`config.mk`:
```
export PLATFORM = sky130hd
export DESIGN_NAME = lru_page_replacement
export DESIGN_NICKNAME = d
export VERILOG_FILES = /design/src/sv/lrupr_pkg.sv /design/src/sv/lrupr_ctrl.sv /design/src/sv/lrupr_datapath.sv /design/src/sv/lru_page_replacement.sv
export SDC_FILE = /design/constraint.sdc
export NUM_CORES = 1
export LEC_CHECK = 0
export ABC_AREA = 1
export ABC_CLOCK_PERIOD_IN_PS = 9100
export BUFFER_PORTS_ARGS = -buffer_cell sky130_fd_sc_hd__buf_4
export CELL_PAD_IN_SITES_DETAIL_PLACEMENT = 1
export CELL_PAD_IN_SITES_GLOBAL_PLACEMENT = 1
export CORE_UTILIZATION = 30
export DETAILED_ROUTE_END_ITERATION = 12
export PLACE_DENSITY = 0.68
export SYNTH_ARGS = -nofsm -noshare
export SYNTH_HDL_FRONTEND = slang
export SYNTH_HIERARCHICAL = 1
export SYNTH_SLANG_ARGS = --single-unit
```
`constraint.sdc`:
```
create_clock -name clk -period 9.1 [get_ports clk]
set_input_delay 1.82 -clock clk [delete_from_list [all_inputs] [get_ports clk]]
set_output_delay 1.82 -clock clk [all_outputs]
set_load 0.01 [all_outputs]
```
`src/sv/lrupr_pkg.sv`:
```
// Package: shared constants and controller/datapath command type for the LRU unit.
`default_nettype none

package lrupr_pkg;

    localparam int MAX_FRAMES = 8;
    localparam int PAGE_BITS  = 16;
    localparam int SLOT_W     = 3;
    localparam int AGE_W      = 3;
    localparam int CNT_W      = 4;
    localparam int FAULT_W    = 32;
    localparam int TDATA_W    = 56;
    localparam int TUSER_W    = 2;

    localparam logic [AGE_W-1:0] AGE_MAX = AGE_W'(MAX_FRAMES - 1);

    typedef struct packed {
        logic capture;   // latch the incoming page
        logic commit;    // look up, update frames, load result
    } lrupr_cmd_t;

endpackage

`default_nettype wire

```
`src/sv/lrupr_ctrl.sv`:
```
// Controller: handshake state machine issuing capture and commit commands.
`default_nettype none

module lrupr_ctrl (
    input  wire                 clk,
    input  wire                 rst_n,
    input  wire                 s_tvalid,
    output logic                s_tready,
    output logic                m_tvalid,
    input  wire                 m_tready,
    output lrupr_pkg::lrupr_cmd_t cmd
);
    import lrupr_pkg::*;

    typedef enum logic {ST_IDLE, ST_WORK} state_t;

    state_t state_reg, state_next;
    logic   out_valid_reg, out_valid_next;

    assign s_tready    = (state_reg == ST_IDLE);
    assign m_tvalid    = out_valid_reg;
    assign cmd.capture = s_tvalid && (state_reg == ST_IDLE);
    assign cmd.commit  = (state_reg == ST_WORK) && (!out_valid_reg || m_tready);

    always_comb
    begin
        state_next     = state_reg;
        out_valid_next = out_valid_reg;
        if (out_valid_reg && m_tready)
        begin
            out_valid_next = 1'b0;
        end
        unique case (state_reg)
            ST_IDLE:
            begin
                if (cmd.capture)
                begin
                    state_next = ST_WORK;
                end
            end
            ST_WORK:
            begin
                if (cmd.commit)
                begin
                    state_next     = ST_IDLE;
                    out_valid_next = 1'b1;
                end
            end
            default:
            begin
                state_next = ST_IDLE;
            end
        endcase
    end

    always_ff @(posedge clk or negedge rst_n)
    begin
        if (!rst_n)
        begin
            state_reg     <= ST_IDLE;
            out_valid_reg <= 1'b0;
        end
        else
        begin
            state_reg     <= state_next;
            out_valid_reg <= out_valid_next;
        end
    end

`ifndef SYNTH
    // never overwrite a result that is still waiting
    a_no_overwrite: assert property (@(posedge clk) disable iff (!rst_n)
        cmd.commit |-> (!out_valid_reg || m_tready))
        else $error("result overwritten while stalled");
    // a commit always produces a pending result
    a_commit_valid: assert property (@(posedge clk) disable iff (!rst_n)
        cmd.commit |=> out_valid_reg)
        else $error("commit did not raise m_tvalid");
`endif

endmodule

`default_nettype wire

```
`src/sv/lrupr_datapath.sv`:
```
// Datapath: frame table, parallel lookup, recency update and result registers.
`default_nettype none

module lrupr_datapath (
    input  wire                               clk,
    input  wire                               rst_n,
    input  wire                               cfg_wr_en,
    input  wire  [lrupr_pkg::CNT_W-1:0]       cfg_wr_data,
    input  wire  [lrupr_pkg::PAGE_BITS-1:0]   page_in,
    input  wire  lrupr_pkg::lrupr_cmd_t       cmd,
    output logic [lrupr_pkg::TDATA_W-1:0]     res_data,
    output logic [lrupr_pkg::TUSER_W-1:0]     res_user
);
    import lrupr_pkg::*;

    logic [CNT_W-1:0]     fiu_reg;
    logic [PAGE_BITS-1:0] page_reg;
    logic [PAGE_BITS-1:0] frame_page_reg [MAX_FRAMES];
    logic [MAX_FRAMES-1:0] frame_valid_reg, frame_valid_next;
    logic [AGE_W-1:0]     frame_age_reg  [MAX_FRAMES];
    logic [AGE_W-1:0]     frame_age_next [MAX_FRAMES];
    logic [FAULT_W-1:0]   fault_reg, fault_next;

    logic                 res_hit_reg, res_ev_valid_reg;
    logic [SLOT_W-1:0]    res_slot_reg;
    logic [PAGE_BITS-1:0] res_ev_page_reg;

    logic [CNT_W-1:0]     n_act;
    logic [MAX_FRAMES-1:0] active;
    logic                 hit_c, empty_c;
    logic [SLOT_W-1:0]    hit_slot, empty_slot, lru_slot, slot_c;
    logic [AGE_W-1:0]     oldest;
    logic [AGE_W:0]       old_age;
    logic                 ev_valid_c;
    logic [PAGE_BITS-1:0] ev_page_c;

    // clamp frames_in_use to 1..MAX_FRAMES
    always_comb
    begin
        if (fiu_reg == '0)
        begin
            n_act = CNT_W'(1);
        end
        else if (fiu_reg > CNT_W'(MAX_FRAMES))
        begin
            n_act = CNT_W'(MAX_FRAMES);
        end
        else
        begin
            n_act = fiu_reg;
        end
    end

    // lookup: first hit, first empty, first oldest among active frames
    always_comb
    begin
        hit_c      = 1'b0;
        empty_c    = 1'b0;
        hit_slot   = '0;
        empty_slot = '0;
        lru_slot   = '0;
        oldest     = frame_age_reg[0];
        for (int i = 0; i < MAX_FRAMES; i++)
        begin
            active[i] = (CNT_W'(i) < n_act);
            if (active[i] && frame_valid_reg[i] && (frame_page_reg[i] == page_reg) && !hit_c)
            begin
                hit_c    = 1'b1;
                hit_slot = SLOT_W'(i);
            end
            if (active[i] && !frame_valid_reg[i] && !empty_c)
            begin
                empty_c    = 1'b1;
                empty_slot = SLOT_W'(i);
            end
            if (active[i] && (frame_age_reg[i] > oldest))
            begin
                oldest   = frame_age_reg[i];
                lru_slot = SLOT_W'(i);
            end
        end
    end

    // slot choice and recency update
    always_comb
    begin
        priority if (hit_c)
        begin
            slot_c = hit_slot;
        end
        else if (empty_c)
        begin
            slot_c = empty_slot;
        end
        else
        begin
            slot_c = lru_slot;
        end
        ev_valid_c = !hit_c && !empty_c;
        ev_page_c  = ev_valid_c ? frame_page_reg[slot_c] : '0;
        old_age    = hit_c ? {1'b0, frame_age_reg[slot_c]} : (AGE_W+1)'(MAX_FRAMES);

        frame_valid_next = frame_valid_reg;
        if (!hit_c)
        begin
            frame_valid_next[slot_c] = 1'b1;
        end
        for (int i = 0; i < MAX_FRAMES; i++)
        begin
            frame_age_next[i] = frame_age_reg[i];
            if (SLOT_W'(i) == slot_c)
            begin
                frame_age_next[i] = '0;
            end
            else if (active[i] && frame_valid_reg[i]
                     && ({1'b0, frame_age_reg[i]} < old_age)
                     && (frame_age_reg[i] < AGE_MAX))
            begin
                frame_age_next[i] = frame_age_reg[i] + AGE_W'(1);
            end
        end

        fault_next = fault_reg;
        if (!hit_c && (fault_reg != '1))
        begin
            fault_next = fault_reg + FAULT_W'(1);
        end
    end

    always_ff @(posedge clk or negedge rst_n)
    begin
        if (!rst_n)
        begin
            fiu_reg         <= CNT_W'(MAX_FRAMES);
            frame_valid_reg <= '0;
            fault_reg       <= '0;
            for (int i = 0; i < MAX_FRAMES; i++)
            begin
                frame_age_reg[i] <= '0;
            end
        end
        else
        begin
            if (cfg_wr_en)
            begin
                fiu_reg <= cfg_wr_data;
            end
            if (cmd.commit)
            begin
                frame_valid_reg <= frame_valid_next;
                fault_reg       <= fault_next;
                for (int i = 0; i < MAX_FRAMES; i++)
                begin
                    frame_age_reg[i] <= frame_age_next[i];
                end
            end
        end
    end

    // payload registers
    always_ff @(posedge clk)
    begin
        if (cmd.capture)
        begin
            page_reg <= page_in;
        end
        if (cmd.commit)
        begin
            if (!hit_c)
            begin
                frame_page_reg[slot_c] <= page_reg;
            end
            res_hit_reg      <= hit_c;
            res_slot_reg     <= slot_c;
            res_ev_valid_reg <= ev_valid_c;
            res_ev_page_reg  <= ev_page_c;
        end
    end

    // tdata: frame_slot, evicted_page, fault_count, zero pad
    assign res_data = {{(TDATA_W - SLOT_W - PAGE_BITS - FAULT_W){1'b0}},
                       fault_reg, res_ev_page_reg, res_slot_reg};
    assign res_user = {res_ev_valid_reg, res_hit_reg};

`ifndef SYNTH
    // the frame just used is resident and most recent
    a_slot_mru: assert property (@(posedge clk) disable iff (!rst_n)
        cmd.commit |=> (frame_valid_reg[res_slot_reg] && (frame_age_reg[res_slot_reg] == '0)))
        else $error("used frame not most recent");
    // every miss bumps the fault counter unless saturated
    a_fault_count: assert property (@(posedge clk) disable iff (!rst_n)
        (cmd.commit && !hit_c) |=>
            ((fault_reg == $past(fault_reg) + FAULT_W'(1)) || ($past(fault_reg) == '1)))
        else $error("fault counter not advanced on miss");
    // a hit leaves the fault counter alone
    a_hit_no_fault: assert property (@(posedge clk) disable iff (!rst_n)
        (cmd.commit && hit_c) |=> $stable(fault_reg))
        else $error("fault counter changed on hit");
`endif

endmodule

`default_nettype wire

```
`src/sv/lru_page_replacement.sv`:
```
// Top level: LRU page replacement unit, stream in, stream out, one config register.
`default_nettype none

// Takes one page reference per transaction on the s_ side and returns one result
// transaction on the m_ side: hit or fault, the frame holding the page, the evicted
// page if one was replaced, and the saturating fault count. Up to eight frames take
// part, set by cfg_wr_data (frames_in_use, 0 acts as 1, above 8 acts as 8; reset 8).
// Frames outside the active range keep their contents and are left alone. A miss
// fills the lowest empty active frame, else replaces the oldest active frame (lowest
// index on ties). Each reference is handled in order: the page is captured, then the
// eight-way compare and recency update run in the datapath. The result register lets
// the next page be captured while the previous result waits; a stall that lasts past
// that capture delays the next commit, and so the next capture. No clearing pass
// after reset. Write the config only while no transaction is in flight.
module lru_page_replacement (
    input  wire                              clk,
    input  wire                              rst_n,
    // config
    input  wire                              cfg_wr_en,
    input  wire  [lrupr_pkg::CNT_W-1:0]      cfg_wr_data,  // frames_in_use
    // page references
    input  wire                              s_tvalid,
    output logic                             s_tready,
    input  wire  [lrupr_pkg::PAGE_BITS-1:0]  s_tdata,      // [15:0] page
    // results
    output logic                             m_tvalid,
    input  wire                              m_tready,
    // [2:0] frame_slot, [18:3] evicted_page, [50:19] fault_count, [55:51] zero
    output logic [lrupr_pkg::TDATA_W-1:0]    m_tdata,
    // [0] hit, [1] evicted_valid
    output logic [lrupr_pkg::TUSER_W-1:0]    m_tuser
);
    import lrupr_pkg::*;

    lrupr_cmd_t cmd;

    lrupr_ctrl u_ctrl (
        .clk      (clk),
        .rst_n    (rst_n),
        .s_tvalid (s_tvalid),
        .s_tready (s_tready),
        .m_tvalid (m_tvalid),
        .m_tready (m_tready),
        .cmd      (cmd)
    );

    lrupr_datapath u_dp (
        .clk         (clk),
        .rst_n       (rst_n),
        .cfg_wr_en   (cfg_wr_en),
        .cfg_wr_data (cfg_wr_data),
        .page_in     (s_tdata),
        .cmd         (cmd),
        .res_data    (m_tdata),
        .res_user    (m_tuser)
    );

`ifndef SYNTH
    // an eviction only happens on a fault
    a_evict_on_fault: assert property (@(posedge clk) disable iff (!rst_n)
        m_tvalid |-> !(m_tuser[0] && m_tuser[1]))
        else $error("eviction reported on a hit");
`endif

endmodule

`default_nettype wire
```
==> flow_summary.ini, run 1 <==
[clock_network]
cts.htree.levels = 1
cts_sinks = 235
cts_root_buf = clkbuf_16
clkSlewWorstSetupHoldPaths_ns = 0.06
clock_latency_ns = 0.58
numCtsBuffers = 28
cts_max_path_buffers = 3
cts_tree = built
cts_hold_buffers = 0

[run]
maxCapViolCount = 0

[cells_and_area]
seqCellArea_um2 = 6710
fin_util = 0.384
fill_cells = 5205
largest_reg_flops = 128
multi_input_area_um2 = 6620
drive_above_1_share = 0.247
diodes = 0
finalNetCount = 1740
syn_to_final_growth_pct = 25.4

[yosys]
ys_top_cells_by_area = edfxtp_1 36%, dfrtp_1 13%, nand2_1 8.7%, xor2_1 4.9%, inv_1 3.9%
yosysTopAreaCellShare = 0.364
synthArstFlopShare = 0.298
synth_enable_flop_cells = 165
syn_inst = 1505
ys_seq_area_frac = 0.492
synth_most_common_cell = nand2_1
yosysTopAreaCell = edfxtp_1
netlist_area_um2 = 13600
synthFlopType = edfxtp_1
netlist_top_cells_count = 316 x nand2_1, 165 x edfxtp_1, 141 x inv_1
yosysUniqueCellTypes = 62
ys_ff_latch = 235
ys.warnings.count = 6
syn_avg_cell_area_um2 = 9.06

[worst_hold_path]
whs_path_depth = 1
hp-start = u_dp/fault_reg[27]
min_path_type = reg2reg
min_to = u_dp/fault_reg[27]

[sta]
fmax_mhz = 111
maxSlewViolCount = 0
fin_crit_ns = 8.98
finClkSkew_ns = 0.0198
setup_viol = 0
period_share = 0.986
worstMarginPinSlew_ns = 1.00
finalHoldViolCount = 0
maxSlewHeadroom = 0.333
rsz0062_at_grt = true

[grt]
antenna_found_initial = 0
grt_usage = 0.212
grt_pass1_wl_um = 75600
grt_start_max_net_pins = 55
grt_pass1_vias = 12453
grt.overflow.total = 0

[drt]
drc = 0
vias = 11998
firstDrtPassIters = 5
drt_iter0_markers = 768
antenna_left = 0
routed_wl_um = 49900
post_drt_wl_per_cell_um = 21.8
via_per_inst = 5.24

[die]
die_w_um = 215
die-area_um2 = 46300
start_util = 0.306
core_um2 = 44500
ios = 85
rows = 77
dieHeight_um = 215

[setup_path]
critPathMaxStageDelay_ns = 0.38
start_kind = flop
end_kind = flop
cp_max_fo = 6
crit_top_cell = nand2_4
critPathRequiredTime_ns = 9.55
r2r_start = u_dp/frame_age_reg[18]
cp_slowest_cell = dfrtp_1
worst-r2r-setup-slack_ns = 0.12
worstPathArrival_ns = 9.42
rr_worst_depth = 66
critPathKind = reg2reg
r2r_end = u_dp/frame_age_reg[12]

[placement]
hpwl_um = 36600
gp_congestion = 0.916
io_buffer_count = 79

[run_status]
status = completed
[cell families after synthesis]
family	share of synthesized area
AOI/OAI and AO/OA	0.0800
xor gates and xnor gates	0.0617
adders and majority gates	0.0349
buffers and inverters	0.0673
DFF	0.492
other	0.000275
and+or+nand+nor	0.264
[placed cells by master (no fill, tap or decap), types with 28 or more instances in the layout]
cell         n
nand3_1     66
clkbuf_16   28
o21ai_0     51
inv_2       35
dfrtp_1     69
nand2_1    291
nor3_1      28
nand2_2     34
buf_4      173
edfxtp_1   165
nor2_1     121
inv_1      137
nand4_1     60
nor4_1      31
xor2_1      76
[final cells by class]
type / count / area share
clock buffer: 34 / 0.0423
timing repair buffer: 183 / 0.0836
sequential: 235 / 0.392
inverter: 174 / 0.0384
clock inverter: 17 / 0.0126
tap: 592 / 0.0433
multi-input combinational: 1055 / 0.387
[metal layers]
layer  up-vias  share of wire  GRT usage
met4         0          0.030     0.0589
met1      6045           0.45      0.293
li1       5505              -          -
met5         -              0          0
met2       351           0.47      0.347
met3        97          0.054     0.0245
[per-stage QoR]
step / setup WS [ns] / std cells / hold WS (ns) / TNS (ns) / instance area (um^2)
6_report: 0.124 / 2290 / 0.497 / 0 / 17100
3_5_place_dp: -0.605 / 2222 / 0.485 / -17.50 / 15400
3_3_place_gp: -0.0616 / 2222 / 0.472 / -0.188 / 15400
4_1_cts: 0.00755 / 2277 / 0.499 / 0 / 16400
5_1_grt: -0.376 / 2290 / 0.522 / -8.03 / 17100
2_1_floorplan: 0.000736 / 1509 / 0.440 / 0 / 13600
[critical path, delay by kind of cell, from the launching register on]
kind,cells,cell delay (ns)
AND/OR/NAND/NOR,33,3.18
adder cells (fa/ha/maj),8,2.18
AO/OA/AOI/OAI,16,2.18
buffers and inverters,9,0.93
flip-flops,1,0.38
[what timing repair did]
| item | CTS | global route |
|---|---|---|
| pin swaps | 12 | 67 |
| endpoints found under the setup margin | 104 | 169 |
| gates resized for setup | 30 | 119 |
| setup buffers | 4 | 13 |
| hold endpoints to repair | 0 | 0 |
[worst max-delay path by stage]
stage                            from                endpoint  cells after the start
2_1_floorplan  u_dp/frame_age_reg[23]  u_dp/frame_age_reg[12]                     59
3_3_place_gp   u_dp/frame_age_reg[20]  u_dp/frame_age_reg[21]                     61
4_1_cts        u_dp/frame_age_reg[23]  u_dp/frame_age_reg[21]                     67
6_report       u_dp/frame_age_reg[18]  u_dp/frame_age_reg[12]                     66
5_1_grt        u_dp/frame_age_reg[18]   u_dp/frame_age_reg[0]                     65
3_5_place_dp   u_dp/frame_age_reg[23]   u_dp/frame_age_reg[4]                     62
Power of run 1 is left out: the tool's default activity adds up to more than one toggle a clock period on the data nets, which glitch-free logic cannot reach.
==> run 2, diff against run 1 <==
--- a/config.mk
+++ b/config.mk
@@ -8,11 +8,9 @@
 export ABC_AREA = 1
 export ABC_CLOCK_PERIOD_IN_PS = 9100
 export BUFFER_PORTS_ARGS = -buffer_cell sky130_fd_sc_hd__buf_4
-export CELL_PAD_IN_SITES_DETAIL_PLACEMENT = 1
-export CELL_PAD_IN_SITES_GLOBAL_PLACEMENT = 1
 export CORE_UTILIZATION = 30
 export DETAILED_ROUTE_END_ITERATION = 12
-export PLACE_DENSITY = 0.68
+export PLACE_DENSITY = 0.58
 export SYNTH_ARGS = -nofsm -noshare
 export SYNTH_HDL_FRONTEND = slang
 export SYNTH_HIERARCHICAL = 1
==> run 2 against run 1 <==
  * Global-route usage is 0.69 points lower
  * Die area did not move
  * Sequential cell count did not move
  * Sequential share of layout area increased by 0.22 points
  * Critical path depth grew 1
  * Critical path type unchanged
  * Utilization decreased by 0.21 points
  * Highest routed layer unchanged
  * Non-clock buffer count shrank 7
  * Final area is 0.55% lower
  * Clock skew grew 0.0098 ns
  * Count of clock-buffer cells in the layout down 2
  * First-iteration DRC count grew 44%
  * Critical endpoint is now u_dp/frame_age_reg[22]
==> flow_summary.ini, run 2 (synthesis gave the netlist of run 1 again) <==
[drt]
routed_wl_um = 48300
wl_met2_um = 22700
post_drt_wl_per_cell_um = 21.1
wl_met1_um = 20700
antenna_left = 0
via_per_inst = 5.16
top_layer_used = met4
met3_length_um = 3260
drc = 0
drt_iter0_markers = 1108
firstDrtPassIters = 5
vias = 11784

[grt]
grt_usage = 0.205
antenna_found_initial = 0
grt_start_max_net_pins = 71
grt_pass1_vias = 11486
grt_pass1_wl_um = 71900
grt.overflow.total = 0

[setup_path]
critPathRequiredTime_ns = 9.56
end_kind = flop
rr_worst_depth = 67
critPathMaxStageDelay_ns = 0.42
cp_max_fo = 6
critPathKind = reg2reg
cp-startpoint = u_dp/frame_age_reg[19]
r2r_start = u_dp/frame_age_reg[19]
start_kind = flop
worstPathArrival_ns = 9.21
crit_top_cell = nand2_1
cp_slowest_cell = dfrtp_1

[sta]
period_share = 0.962
fmax_mhz = 114
finClkSkew_ns = 0.0295
setup_viol = 0
rsz0062_at_grt = true
finalHoldViolCount = 0
maxSlewHeadroom = 0.247
maxSlewViolCount = 0
worstMarginPinSlew_ns = 1.12
hold_ws_ns = 0.491
fin_crit_ns = 8.75

[run]
maxCapViolCount = 0

[die]
die-area_um2 = 46300
dieHeight_um = 215
rows = 77
die_w_um = 215
start_util = 0.306
ios = 85
core_um2 = 44500

[cells_and_area]
finalNetCount = 1733
largest_reg_flops = 128
final_common_cell = nand2_1
syn_to_final_growth_pct = 24.7
final_cell_mix = 289 x nand2_1, 165 x buf_4, 165 x edfxtp_1
drive_above_1_share = 0.242
diodes = 0

[worst_hold_path]
min_path_type = reg2reg
whs_path_depth = 2
hp-start = u_dp/frame_valid_reg[4]

[clock_network]
clkSlewWorstSetupHoldPaths_ns = 0.06
cts_max_path_buffers = 3
cts_tree = built
cts_root_buf = clkbuf_16
cts_sinks = 235
numCtsBuffers = 28
cts_hold_buffers = 0
clock_latency_ns = 0.59
cts.htree.levels = 1

[placement]
gp_congestion = 0.970
hpwl_um = 35300
io_buffer_count = 79

[run_status]
status = completed
run 2: cell types whose count changed in the layout (fill, tap and decap cells not counted), sizes merged:
cell / change
bufinv: +2
clkinv: +1
clkbuf: -2
buf: -7
run 2: final cells by class:
class | instances | area (um^2)
timing repair buffer | 176 | 1380
inverter | 174 | 661
tap | 592 | 741
multi-input combinational | 1055 | 6480
clock inverter | 20 | 305
fill | 4466 | 27500
sequential | 235 | 6710
clock buffer | 32 | 716
run 2: metal layers:
metal / GRT usage / up-vias
li1: - / 5515
met3: 0.0317 / 95
met5: 0 / -
met1: 0.275 / 5744
met2: 0.336 / 430
met4: 0.0660 / 0
run 2: worst max-delay path: cells and delay by family, from the launching register on:
family,cells,cell delay (ns)
simple gates,36,3.36
buf+inv,7,0.61
compound gates,16,1.88
flops,1,0.42
fa+ha+maj,8,2.33
run 2: final timing paths:
| kind | end | slack [ns] |
|---|---|---|
| setup / recovery | u_dp/frame_age_reg[22] | 0.35 |
| hold / removal | u_dp/frame_valid_reg[4] | 0.49 |
| min in group asynchronous | u_dp/fault_reg[29] | 1.40 |
| setup reg to reg | u_dp/frame_age_reg[22] | 0.35 |
| hold reg to reg | u_dp/frame_valid_reg[4] | 0.49 |
| max in group asynchronous | u_dp/frame_age_reg[4] | 7.10 |
run 2: timing repair:
item | 4_1_cts | 5_1_grt
setup buffers | 0 | 15
gates resized for setup | 8 | 121
pin swaps | 1 | 70
gates cloned | 0 | 0
endpoints found under the setup margin | 26 | 169
run 2: stage by stage:
step           setup WS (ns)  instance area, um^2  setup TNS, ns  cells  utilization
2_1_floorplan       0.000736                13600              0   1509            -
3_3_place_gp         -0.0138                15400        -0.0217   2217        0.346
3_5_place_dp          -0.313                15400          -5.27   2217        0.346
4_1_cts               0.0249                16400              0   2269        0.369
5_1_grt               -0.221                17000          -4.13   2284        0.382
6_report               0.349                17000              0   2284        0.382
Power of run 2 is left out for the same reason.
